File: config.mk
export PLATFORM = sky130hd
export DESIGN_NAME = url_percent_decoder_utf8
export DESIGN_NICKNAME = d
export VERILOG_FILES = /design/src/rtl/upd_pkg.sv /design/src/rtl/url_percent_decoder_utf8.sv
export VERILOG_INCLUDE_DIRS = /design/src /design/src/rtl
export SDC_FILE = /design/constraint.sdc
export NUM_CORES = 1
export LEC_CHECK = 0
export BUFFER_PORTS_ARGS = -buffer_cell sky130_fd_sc_hd__buf_2
export CELL_PAD_IN_SITES_DETAIL_PLACEMENT = 2
export CELL_PAD_IN_SITES_GLOBAL_PLACEMENT = 2
export CORE_UTILIZATION = 34
export DETAILED_ROUTE_END_ITERATION = 8
export PLACE_DENSITY = 0.83
export SLEW_MARGIN = 20
export SYNTH_ARGS = -nofsm -noshare
export SYNTH_HDL_FRONTEND = slang
export SYNTH_SLANG_ARGS = --single-unit
File: constraint.sdc
create_clock -name clk -period 2.8 [get_ports clk]
set_clock_uncertainty 0.15 [all_clocks]
set_input_delay 0.28 -clock clk [delete_from_list [all_inputs] [get_ports clk]]
set_output_delay 0.28 -clock clk [all_outputs]
set_load 0.01 [all_outputs]
File: src/rtl/assert_macros.svh
// Assertion helpers shared by the RTL. Bodies vanish in synthesis builds.
`ifndef ASSERT_MACROS_SVH
`define ASSERT_MACROS_SVH

`ifndef SYNTHESIS

`define ASSERT_ALWAYS(label, clk, rst, expr) \
  label: assert property (@(posedge clk) disable iff (rst) (expr)) \
    else $error("assertion failed: expression not true");

`define ASSERT_IMPLIES(label, clk, rst, ante, cons) \
  label: assert property (@(posedge clk) disable iff (rst) (ante) |-> (cons)) \
    else $error("assertion failed: implication not true");

`else

`define ASSERT_ALWAYS(label, clk, rst, expr)

`define ASSERT_IMPLIES(label, clk, rst, ante, cons)

`endif

`endif

File: src/rtl/upd_pkg.sv
`default_nettype none

package upd_pkg;

  typedef struct packed {
    logic [7:0] char_in;
    logic       end_marker;
  } in_item_t;

  typedef struct packed {
    logic [7:0] byte_out;
    logic       last_of_run;
  } out_item_t;

  typedef enum logic [1:0] {
    MODE_IDLE = 2'd0,
    MODE_PCT  = 2'd1,
    MODE_HEX  = 2'd2,
    MODE_UNI  = 2'd3
  } mode_t;

  localparam logic [7:0] CHAR_PCT   = 8'h25;
  localparam logic [7:0] CHAR_PLUS  = 8'h2B;
  localparam logic [7:0] CHAR_U     = 8'h75;
  localparam logic [7:0] CHAR_SPACE = 8'h20;

  localparam int unsigned RUN_MAX = 4;

  typedef struct packed {
    logic       valid;
    logic [3:0] value;
  } hex_t;

  typedef struct packed {
    logic [2:0][7:0] bytes;
    logic [1:0]      count;
  } utf8_t;

  function automatic hex_t hex_decode(input logic [7:0] c);
    hex_t h;
    h.valid = 1'b1;
    h.value = c[3:0];
    if (c >= 8'h30 && c <= 8'h39) begin
      h.value = c[3:0];
    end else if ((c >= 8'h41 && c <= 8'h46) || (c >= 8'h61 && c <= 8'h66)) begin
      h.value = c[3:0] + 4'd9;
    end else begin
      h.valid = 1'b0;
    end
    return h;
  endfunction

  function automatic utf8_t utf8_encode(input logic [15:0] code);
    utf8_t u;
    u.bytes = '0;
    u.count = 2'd0;
    if (code < 16'h0080) begin
      u.bytes[0] = {1'b0, code[6:0]};
      u.count    = 2'd1;
    end else if (code < 16'h0800) begin
      u.bytes[0] = {3'b110, code[10:6]};
      u.bytes[1] = {2'b10, code[5:0]};
      u.count    = 2'd2;
    end else if (code >= 16'hD800 && code < 16'hE000) begin
      u.count = 2'd0;
    end else begin
      u.bytes[0] = {4'b1110, code[15:12]};
      u.bytes[1] = {2'b10, code[11:6]};
      u.bytes[2] = {2'b10, code[5:0]};
      u.count    = 2'd3;
    end
    return u;
  endfunction

endpackage

`default_nettype wire

File: src/rtl/url_percent_decoder_utf8.sv
// URL percent decoder with %u escapes emitted as UTF-8. Each accepted
// character updates the escape state in the same cycle and loads its zero to
// four decoded bytes into a run register; the run then leaves on the output
// channel one byte per cycle while out_ready is high, last_of_run marking its
// final byte. An item yielding at most one byte sustains one item per cycle
// while out_ready is high; one yielding more holds off the next transfer until
// the run register drains through the single output port. Items yielding no
// bytes (a '%' opening an escape, a digit not closing one) hold off nothing.
// A new transfer is taken only when the run register is empty or its last
// byte leaves in the same cycle, so a stalled output stalls the input as well.
`default_nettype none

`include "assert_macros.svh"

module url_percent_decoder_utf8 (
  input  wire logic              clk,
  input  wire logic              rst,
  input  wire logic              in_valid,
  output logic                   in_ready,
  input  wire upd_pkg::in_item_t in_data,
  output logic                   out_valid,
  input  wire logic              out_ready,
  output upd_pkg::out_item_t     out_data
);

  upd_pkg::mode_t mode, mode_next;
  logic [15:0]    acc, acc_next;
  logic [2:0]     dcnt, dcnt_next;

  logic [3:0][7:0] run, run_next;
  logic [2:0]      cnt, cnt_next;

  logic [3:0][7:0] res_bytes;
  logic [2:0]      res_n;

  upd_pkg::hex_t  hex;
  upd_pkg::utf8_t flush;
  logic [1:0]     flush_n;
  logic [2:0][7:0] flush_bytes;
  logic           plain_en;
  logic [7:0]     plain_byte;
  logic [15:0]    acc_shift;
  logic           in_xfer, out_xfer;

  assign hex       = upd_pkg::hex_decode(in_data.char_in);
  assign acc_shift = {acc[11:0], hex.value};
  assign in_xfer   = in_valid && in_ready;
  assign out_xfer  = out_valid && out_ready;

  assign in_ready  = (cnt == 3'd0) || (cnt == 3'd1 && out_ready);
  assign out_valid = (cnt != 3'd0);
  assign out_data.byte_out    = run[0];
  assign out_data.last_of_run = (cnt == 3'd1);

  // Next escape state.
  always_comb begin
    mode_next = upd_pkg::MODE_IDLE;
    acc_next  = 16'h0000;
    dcnt_next = 3'd0;
    if (!in_data.end_marker) begin
      unique case (mode)
        upd_pkg::MODE_IDLE: begin
          if (in_data.char_in == upd_pkg::CHAR_PCT) mode_next = upd_pkg::MODE_PCT;
        end
        upd_pkg::MODE_PCT: begin
          if (in_data.char_in == upd_pkg::CHAR_PCT) begin
            mode_next = upd_pkg::MODE_IDLE;
          end else if (in_data.char_in == upd_pkg::CHAR_U) begin
            mode_next = upd_pkg::MODE_UNI;
          end else if (hex.valid) begin
            mode_next = upd_pkg::MODE_HEX;
            acc_next  = {12'h000, hex.value};
            dcnt_next = 3'd1;
          end
        end
        upd_pkg::MODE_HEX: begin
          if (!hex.valid && in_data.char_in == upd_pkg::CHAR_PCT) begin
            mode_next = upd_pkg::MODE_PCT;
          end
        end
        upd_pkg::MODE_UNI: begin
          if (hex.valid) begin
            if (dcnt != 3'd3) begin
              mode_next = upd_pkg::MODE_UNI;
              acc_next  = acc_shift;
              dcnt_next = dcnt + 3'd1;
            end
          end else if (in_data.char_in == upd_pkg::CHAR_PCT) begin
            mode_next = upd_pkg::MODE_PCT;
          end
        end
        default: mode_next = upd_pkg::MODE_IDLE;
      endcase
    end
  end

  // Bytes produced by this item: flushed escape first, then the character.
  always_comb begin
    flush       = upd_pkg::utf8_encode(acc);
    flush_n     = 2'd0;
    flush_bytes = '0;
    plain_en    = 1'b0;
    if (in_data.end_marker) begin
      if (mode == upd_pkg::MODE_HEX) begin
        flush_bytes[0] = acc[7:0];
        flush_n        = 2'd1;
      end else if (mode == upd_pkg::MODE_UNI) begin
        flush_bytes = flush.bytes;
        flush_n     = flush.count;
      end
    end else begin
      unique case (mode)
        upd_pkg::MODE_IDLE: plain_en = 1'b1;
        upd_pkg::MODE_PCT: begin
          if (in_data.char_in == upd_pkg::CHAR_PCT) begin
            flush_bytes[0] = upd_pkg::CHAR_PCT;
            flush_n        = 2'd1;
          end else if (in_data.char_in != upd_pkg::CHAR_U && !hex.valid) begin
            flush_bytes[0] = 8'h00;
            flush_n        = 2'd1;
            plain_en       = 1'b1;
          end
        end
        upd_pkg::MODE_HEX: begin
          flush_n = 2'd1;
          if (hex.valid) begin
            flush_bytes[0] = {acc[3:0], hex.value};
          end else begin
            flush_bytes[0] = acc[7:0];
            plain_en       = 1'b1;
          end
        end
        upd_pkg::MODE_UNI: begin
          if (hex.valid) begin
            if (dcnt == 3'd3) begin
              flush       = upd_pkg::utf8_encode(acc_shift);
              flush_bytes = flush.bytes;
              flush_n     = flush.count;
            end
          end else begin
            flush_bytes = flush.bytes;
            flush_n     = flush.count;
            plain_en    = 1'b1;
          end
        end
        default: plain_en = 1'b0;
      endcase
      // drop the plain byte for a '%': it opens a new escape instead
      if (in_data.char_in == upd_pkg::CHAR_PCT) plain_en = 1'b0;
    end
  end

  always_comb begin
    plain_byte = in_data.char_in;
    if (in_data.char_in == upd_pkg::CHAR_PLUS) plain_byte = upd_pkg::CHAR_SPACE;
  end

  always_comb begin
    res_bytes = {8'h00, flush_bytes};
    if (plain_en) res_bytes[flush_n] = plain_byte;
    res_n = {1'b0, flush_n} + {2'b00, plain_en};
  end

  // Load a fresh run on an input transfer, else advance on an output transfer.
  always_comb begin
    run_next = run;
    cnt_next = cnt;
    if (in_xfer) begin
      run_next = res_bytes;
      cnt_next = res_n;
    end else if (out_xfer) begin
      run_next = {8'h00, run[3:1]};
      cnt_next = cnt - 3'd1;
    end
  end

  always_ff @(posedge clk) begin
    run <= run_next;
    if (rst) begin
      mode <= upd_pkg::MODE_IDLE;
      acc  <= 16'h0000;
      dcnt <= 3'd0;
      cnt  <= 3'd0;
    end else begin
      cnt <= cnt_next;
      if (in_xfer) begin
        mode <= mode_next;
        acc  <= acc_next;
        dcnt <= dcnt_next;
      end
    end
  end

  `ASSERT_ALWAYS(a_run_bound, clk, rst, cnt <= 3'(upd_pkg::RUN_MAX))
  `ASSERT_IMPLIES(a_pct_clear, clk, rst, mode == upd_pkg::MODE_PCT, acc == 16'h0 && dcnt == 3'd0)
  `ASSERT_IMPLIES(a_hex_one, clk, rst, mode == upd_pkg::MODE_HEX, dcnt == 3'd1 && acc < 16'h10)
  `ASSERT_IMPLIES(a_uni_digits, clk, rst, mode == upd_pkg::MODE_UNI, dcnt < 3'd4)

endmodule

`default_nettype wire
==> impl_metrics.env, run 1 <==
export IMPL_layout_common_cells="buf_4 (77), nand2_1 (46), nor2_1 (46), a22oi_1 (33), edfxtp_1 (32)"
export IMPL_max_cap_violations=0
export IMPL_max_freq_ghz=0.3541
export IMPL_ant_nets=0
export IMPL_grt_max_degree=38
export IMPL_place_hpwl_um=12750
export IMPL_wl_per_cell_um=26.59
export IMPL_antenna_found_initial=0
export IMPL_cts_tree="yes"
export IMPL_synth_edff_count=32
export IMPL_drt_iter0_markers=289
export IMPL_initial_core_util_pct=35.31
export IMPL_fin_nets=534
export IMPL_port_buffers=23
export IMPL_start_kind="flip-flop"
export IMPL_path_clk_slew_ns=0.09
export IMPL_intPower_uw=1783
export IMPL_period_share_pct=100.9
export IMPL_area_growth_pct=25.96
export IMPL_synthesis_area_um2=3861
export IMPL_r2r_slack_ns=-0.02
export IMPL_firstDrtPassIters=5
export IMPL_finalWirelength_um=17360
export IMPL_drive_gt1_share_pct=30.21
export IMPL_ir_drop_uv=324.1
export IMPL_clock_path_buffers=2
export IMPL_overflow=0
export IMPL_p_leak_uw=0.001806
export IMPL_ys_seq_area_share_pct=37.33
export IMPL_pwr_share_comb_pct=31.6
export IMPL_dieArea_um2=11790
export IMPL_cts_sinks=56
export IMPL_power_share_sequential_pct=43.9
export IMPL_status="finished with violations"
export IMPL_grt_pass1_wl_um=26450
export IMPL_via_count=4102
export IMPL_crit_type="reg -> reg"
export IMPL_slowest_stage="or4_4"
export IMPL_drc=0
export IMPL_tightest_slew_ns=0.8947
export IMPL_r2r_start="acc[8]$_SDFFE_PP0P_"
export IMPL_min_from="in_data[0]"
export IMPL_yosys_most_used_dff="edfxtp_1"
export IMPL_max_stage_delay_ns=0.56
export IMPL_grt_pass1_vias=4523
export IMPL_ys_ff_latch=56
export IMPL_cts_max_level=2
export IMPL_hold_viol_final=0
export IMPL_place_congestion=0.9115
export IMPL_viasPerCell=6.282
export IMPL_layout_setup_ws_ns=-0.02391
export IMPL_cts_made_buffers=5
export IMPL_async_reset_ff_share_pct=0
export IMPL_grt_usage_pct=30.34
export IMPL_rsz0062_at_grt="yes"
export IMPL_antenna_cells=0
export IMPL_clk_latency_ns=0.30
export IMPL_final_common_cell="buf_4"
export IMPL_crit_required_ns=2.80
export IMPL_worst_setup_path_end_kind="flip-flop"
export IMPL_die_x_um=108.6
export IMPL_core_um2=10940
export IMPL_crit_path_frequent_cell="buf_4"
export IMPL_postLayoutCoreUtil_pct=44.47
export IMPL_holdWs_ns=0.1804
export IMPL_sw_frac_of_total_pct=35.85
export IMPL_hold_path_depth=3
export IMPL_p_sw_uw=996.7
export IMPL_power_per_cell_area_nw_per_um2=571.6
export IMPL_fin_crit_ns=2.824
export IMPL_violations="negative setup slack"
export IMPL_syn_avg_cell_area_um2=8.696
export IMPL_timing_rr_end="out_data[8]$_DFFE_PP_"
export IMPL_rows=38
export IMPL_relSlewSlack_pct=40.35
export IMPL_crit_arrival_ns=2.82
export IMPL_hold_path_end="mode[0]$_SDFFE_PP0P_"
export IMPL_worstPathCellList="or4_4 > nor3_4 > buf_4 > buf_4 > nor3b_2 > mux2i_4 > inv_2 > nor2_2 > buf_4 > a31oi_1 > o21ai_1"
export IMPL_worstRegToRegCells=11
export IMPL_cts_root_buf="clkbuf_16"
export IMPL_io_pins=24
export IMPL_p_clk_share_pct=24.5
export IMPL_cp_max_fo=8
export IMPL_synth_warnings=0
export IMPL_syn_nets=466
export IMPL_hold_class="in -> reg"
export IMPL_setup_viol=2
export IMPL_synth_distinct_cells=73
export IMPL_synthCells=444
export IMPL_maxSlewViolCount=0
export IMPL_die_h_um=108.6
stage by stage:
stage / area, µm² / setup TNS (ns) / setup WS, ns / instances / power [µW]
after floorplan: 3886 / 0 / 0.01592 / 444 / 1761
after global placement: 4543 / -2.605 / -0.2497 / 641 / 1987
after detailed placement: 4543 / -9.475 / -0.4361 / 641 / 2077
after CTS: 4776 / -0.0007174 / -0.0007174 / 651 / 2780
after global routing: 4863 / -0.1934 / -0.04155 / 653 / 2905
final: 4863 / -0.03012 / -0.02391 / 653 / 2780
registers in the layout, summed over array words and instances (netlist names):
name and count:
dcnt 3, out_data 8, mode 2, cnt 3, acc 16, run 24
worst max path at each step:
| stage | end | startpoint | slack [ns] |
|---|---|---|---|
| finish | out_data[8]$_DFFE_PP_ | acc[8]$_SDFFE_PP0P_ | -0.02 |
| global route | out_data[8]$_DFFE_PP_ | acc[8]$_SDFFE_PP0P_ | -0.04 |
| CTS | cnt[2]$_SDFFE_PP0P_ | acc[12]$_SDFFE_PP0P_ | -0.0007 |
| detailed placement | out_data[6]$_DFFE_PP_ | in_data[2] | -0.44 |
| global placement | out_data[6]$_DFFE_PP_ | in_data[2] | -0.25 |
| floorplan | cnt[1]$_SDFFE_PP0P_ | in_data[2] | 0.02 |
area by class of cell:
class,count,area (µm²)
Clock buffer,5,125.1
Sequential cell,56,1445
Inverter,14,55.05
Timing Repair Buffer,100,693.2
Tap cell,140,175.2
Fill cell,1181,6072
Multi-Input combinational cell,335,2345
Clock inverter,3,25.02
power by group through the flow:
stage,clock [µW],combinational (µW),sequential [µW]
2_1_floorplan,0,559,1200
3_3_place_gp,0,770,1220
3_5_place_dp,0,837,1240
4_1_cts,689,866,1220
5_1_grt,713,950,1240
6_report,681,877,1220
layer usage:
layer	vias up	wire length (µm)	GRT usage, %
li1	1816	-	-
met1	2092	7150	35.66
met2	150	8965	54.66
met3	44	764	5.485
met4	0	484	10.91
met5	-	0	0
cells in the mapped netlist (all sizes together), types with 2 or more instances:
master / n / area [µm²]
a221oi: 2 / 17.52
o211ai: 7 / 52.55
a311o: 3 / 30.03
o21ai: 21 / 108.9
nor3: 12 / 76.33
nand2: 46 / 172.7
nor4: 5 / 52.55
or4: 3 / 26.27
ha: 9 / 112.6
o22ai: 6 / 37.54
nand2b: 4 / 25.02
mux2: 2 / 26.27
or3: 3 / 18.77
a21o: 3 / 22.52
o21a: 2 / 15.01
a32oi: 6 / 52.55
o31a: 3 / 26.28
inv: 14 / 52.55
a211oi: 7 / 52.55
o32ai: 2 / 17.52
o2bb2ai: 2 / 17.52
a221o: 5 / 50.05
nor2b: 6 / 37.54
a2111oi: 2 / 55.05
o221ai: 4 / 35.03
a22oi: 34 / 255.2
and2: 10 / 62.56
buf: 13 / 83.83
a21oi: 19 / 95.09
nand3: 10 / 50.05
dfxtp: 24 / 480.5
o31ai: 2 / 15.01
clkbuf: 26 / 97.59
and3: 11 / 68.82
nor2: 49 / 188.9
o211a: 2 / 20.02
edfxtp: 32 / 960.9
nand3b: 4 / 30.03
mux2i: 3 / 42.54
nand4: 4 / 25.02
a31oi: 4 / 25.02
nor3b: 2 / 15.01
kinds of logic after synthesis:
| family | count (synthesis) | synth area share, % |
|---|---|---|
| buffers and inverters | 53 | 6.060 |
| and+or+nand+nor | 175 | 23.69 |
| AOI/OAI and AO/OA | 146 | 28.22 |
| adders and majority gates | 9 | 2.916 |
| DFF | 56 | 37.33 |
| muxes | 5 | 1.782 |
what timing repair did:
item                                    in CTS  in global routing
pin swaps                                    6                  5
setup buffers                                2                  2
hold buffers                                 0                  0
gates resized for setup                     16                 15
hold endpoints to repair                     0                  0
endpoints found under the setup margin      16                 31
worst max-delay path, delay by kind of cell, from the launching register on:
family	cells	cell delay (ns)
multiplexers	1	0.17
AO/OA/AOI/OAI	2	0.33
AND/OR/NAND/NOR	4	1.12
flip-flops	1	0.32
buffers and inverters	4	0.60
No activity file was read; power rests on OpenSTA's default activity.
==> inputs of run 2 (changes only) <==
- CORE_UTILIZATION: 34 -> 35
- CTS_BUF_LIST: default -> sky130_fd_sc_hd__clkbuf_4
- CTS_CLUSTER_DIAMETER: default -> 150
- PLACE_DENSITY: 0.83 -> 0.85
==> impl_metrics.env, run 2 (synthesized netlist as in run 1, its figures left out) <==
export IMPL_area_growth_pct=24.76
export IMPL_grt_max_degree=54
export IMPL_crit_required_ns=2.95
export IMPL_largest_register_ffs=24
export IMPL_final_area_um2=4817
export IMPL_die_h_um=107.0
export IMPL_via_count=4141
export IMPL_placed_area_um2=4626
export IMPL_cts_tree="yes"
export IMPL_viasPerCell=6.284
export IMPL_setup_viol=4
export IMPL_cts_made_buffers=5
export IMPL_ir_drop_uv=540.7
export IMPL_initial_core_util_pct=36.74
export IMPL_crit_type="reg -> reg"
export IMPL_die_x_um=107.0
export IMPL_clk_latency_ns=0.44
export IMPL_violations="negative setup slack"
export IMPL_pre_cts_slack_ns=-0.3999
export IMPL_power_uw=2454
export IMPL_start_kind="flip-flop"
export IMPL_crit_arrival_ns=2.98
export IMPL_clock_path_buffers=2
export IMPL_layout_setup_ws_ns=-0.02235
export IMPL_drive_gt1_share_pct=30.98
export IMPL_cts_max_level=2
export IMPL_path_clk_slew_ns=0.17
export IMPL_rows=37
export IMPL_relSlewSlack_pct=56.79
export IMPL_max_stage_delay_ns=0.55
export IMPL_fin_nets=545
export IMPL_status="finished with violations"
export IMPL_grt_usage_pct=30.62
export IMPL_antenna_found_initial=0
export IMPL_rsz0062_at_grt="yes"
export IMPL_cts_sinks=56
export IMPL_power_per_cell_area_nw_per_um2=509.5
export IMPL_place_inst=647
export IMPL_final_cells=659
export IMPL_wl_per_cell_um=25.72
export IMPL_cts_root_buf="clkbuf_4"
export IMPL_maxSlewViolCount=0
export IMPL_grt_pass1_vias=4501
export IMPL_layout_common_cells="buf_4 (86), nor2_1 (46), nand2_1 (44), a22oi_1 (33), edfxtp_1 (32)"
export IMPL_worstPathCellList="or4_4 > nor3_4 > buf_6 > nor3b_2 > mux2i_4 > inv_4 > a2111oi_4 > buf_4 > a21oi_1 > o21ai_1"
export IMPL_worst_setup_path_end_kind="flip-flop"
export IMPL_overflow=0
export IMPL_port_buffers=23
export IMPL_setup_tns_ns=-0.03717
export IMPL_core_um2=10510
export IMPL_cp_max_fo=6
export IMPL_fin_crit_ns=2.822
export IMPL_io_pins=24
export IMPL_antenna_cells=0
export IMPL_final_common_cell="buf_4"
export IMPL_firstDrtPassIters=5
export IMPL_p_leak_uw=0.001830
export IMPL_hold_class="in -> reg"
export IMPL_period_share_pct=100.8
export IMPL_place_hpwl_um=12620
export IMPL_tightest_slew_ns=0.6422
export IMPL_ant_nets=0
export IMPL_slowest_stage="or4_4"
export IMPL_top_register="run"
export IMPL_finalWirelength_um=16950
export IMPL_hold_viol_final=0
export IMPL_drt_iter0_markers=334
export IMPL_drc=0
export IMPL_holdBufCountCts=0
export IMPL_max_freq_ghz=0.3543
export IMPL_max_cap_violations=0
export IMPL_place_congestion=0.9620
export IMPL_dieArea_um2=11460
export IMPL_grt_pass1_wl_um=25980
-- run 2: changes by cell type in the layout (fill, tap and decap cells not counted), sizes merged --
cell,change
buf,+11
clkinv,+2
inv,-2
clkinvlp,-1
-- run 2: repair_timing --
item,4_1_cts,5_1_grt
setup endpoints to repair,24,32
setup buffers,6,0
pin swaps,9,7
gates resized for setup,15,11
cloned,0,0
-- run 2: final cells by class --
class                           count  area [µm²]
Tap cell                          136       170.2
Clock inverter                      2       7.507
Timing Repair Buffer              111       792.0
Sequential cell                    56        1449
Multi-Input combinational cell    335        2306
Clock buffer                        5       37.54
Fill cell                        1134        5692
Inverter                           14       55.05
-- run 2: worst max-delay path, delay by kind of cell, from the launching register on --
kind	cells	cell delay, ns
buffers and inverters	3	0.48
AO/OA/AOI/OAI	3	0.54
multiplexers	1	0.19
flip-flops	1	0.35
AND/OR/NAND/NOR	3	0.96
-- run 2: power breakdown --
part	leakage, µW	switching [µW]	internal (µW)
clock network	0.0000261	291	88.3
logic	0.00128	558	300
registers	0.000522	74.3	1140
total	0.00183	923	1530
-- run 2: metrics by stage --
step,util [%],hold slack [ns]
finish,45.84,0.04429
global route,45.84,0.06459
CTS,45.34,0.03102
detailed placement,44.02,0.3312
global placement,44.02,0.2946
floorplan,-,0.1991
-- run 2: worst paths after layout --
| path | cells after the start | from | slack (ns) | end |
|---|---|---|---|---|
| hold reg to reg | 1 | dcnt[2]$_SDFFE_PP0P_ | 0.35 | dcnt[2]$_SDFFE_PP0P_ |
| hold / removal | 3 | in_data[0] | 0.04 | mode[0]$_SDFFE_PP0P_ |
| setup / recovery | 10 | acc[13]$_SDFFE_PP0P_ | -0.02 | run[12]$_DFFE_PP_ |
| setup reg to reg | 10 | acc[13]$_SDFFE_PP0P_ | -0.02 | run[12]$_DFFE_PP_ |
-- run 2: routing by layer --
layer	global-route usage [%]	routed length, µm	part of all wire [%]
met5	0	0	0
met4	13.89	784	4.6
met3	4.073	979	5.8
met2	54.61	8474	50
met1	36.34	6711	40
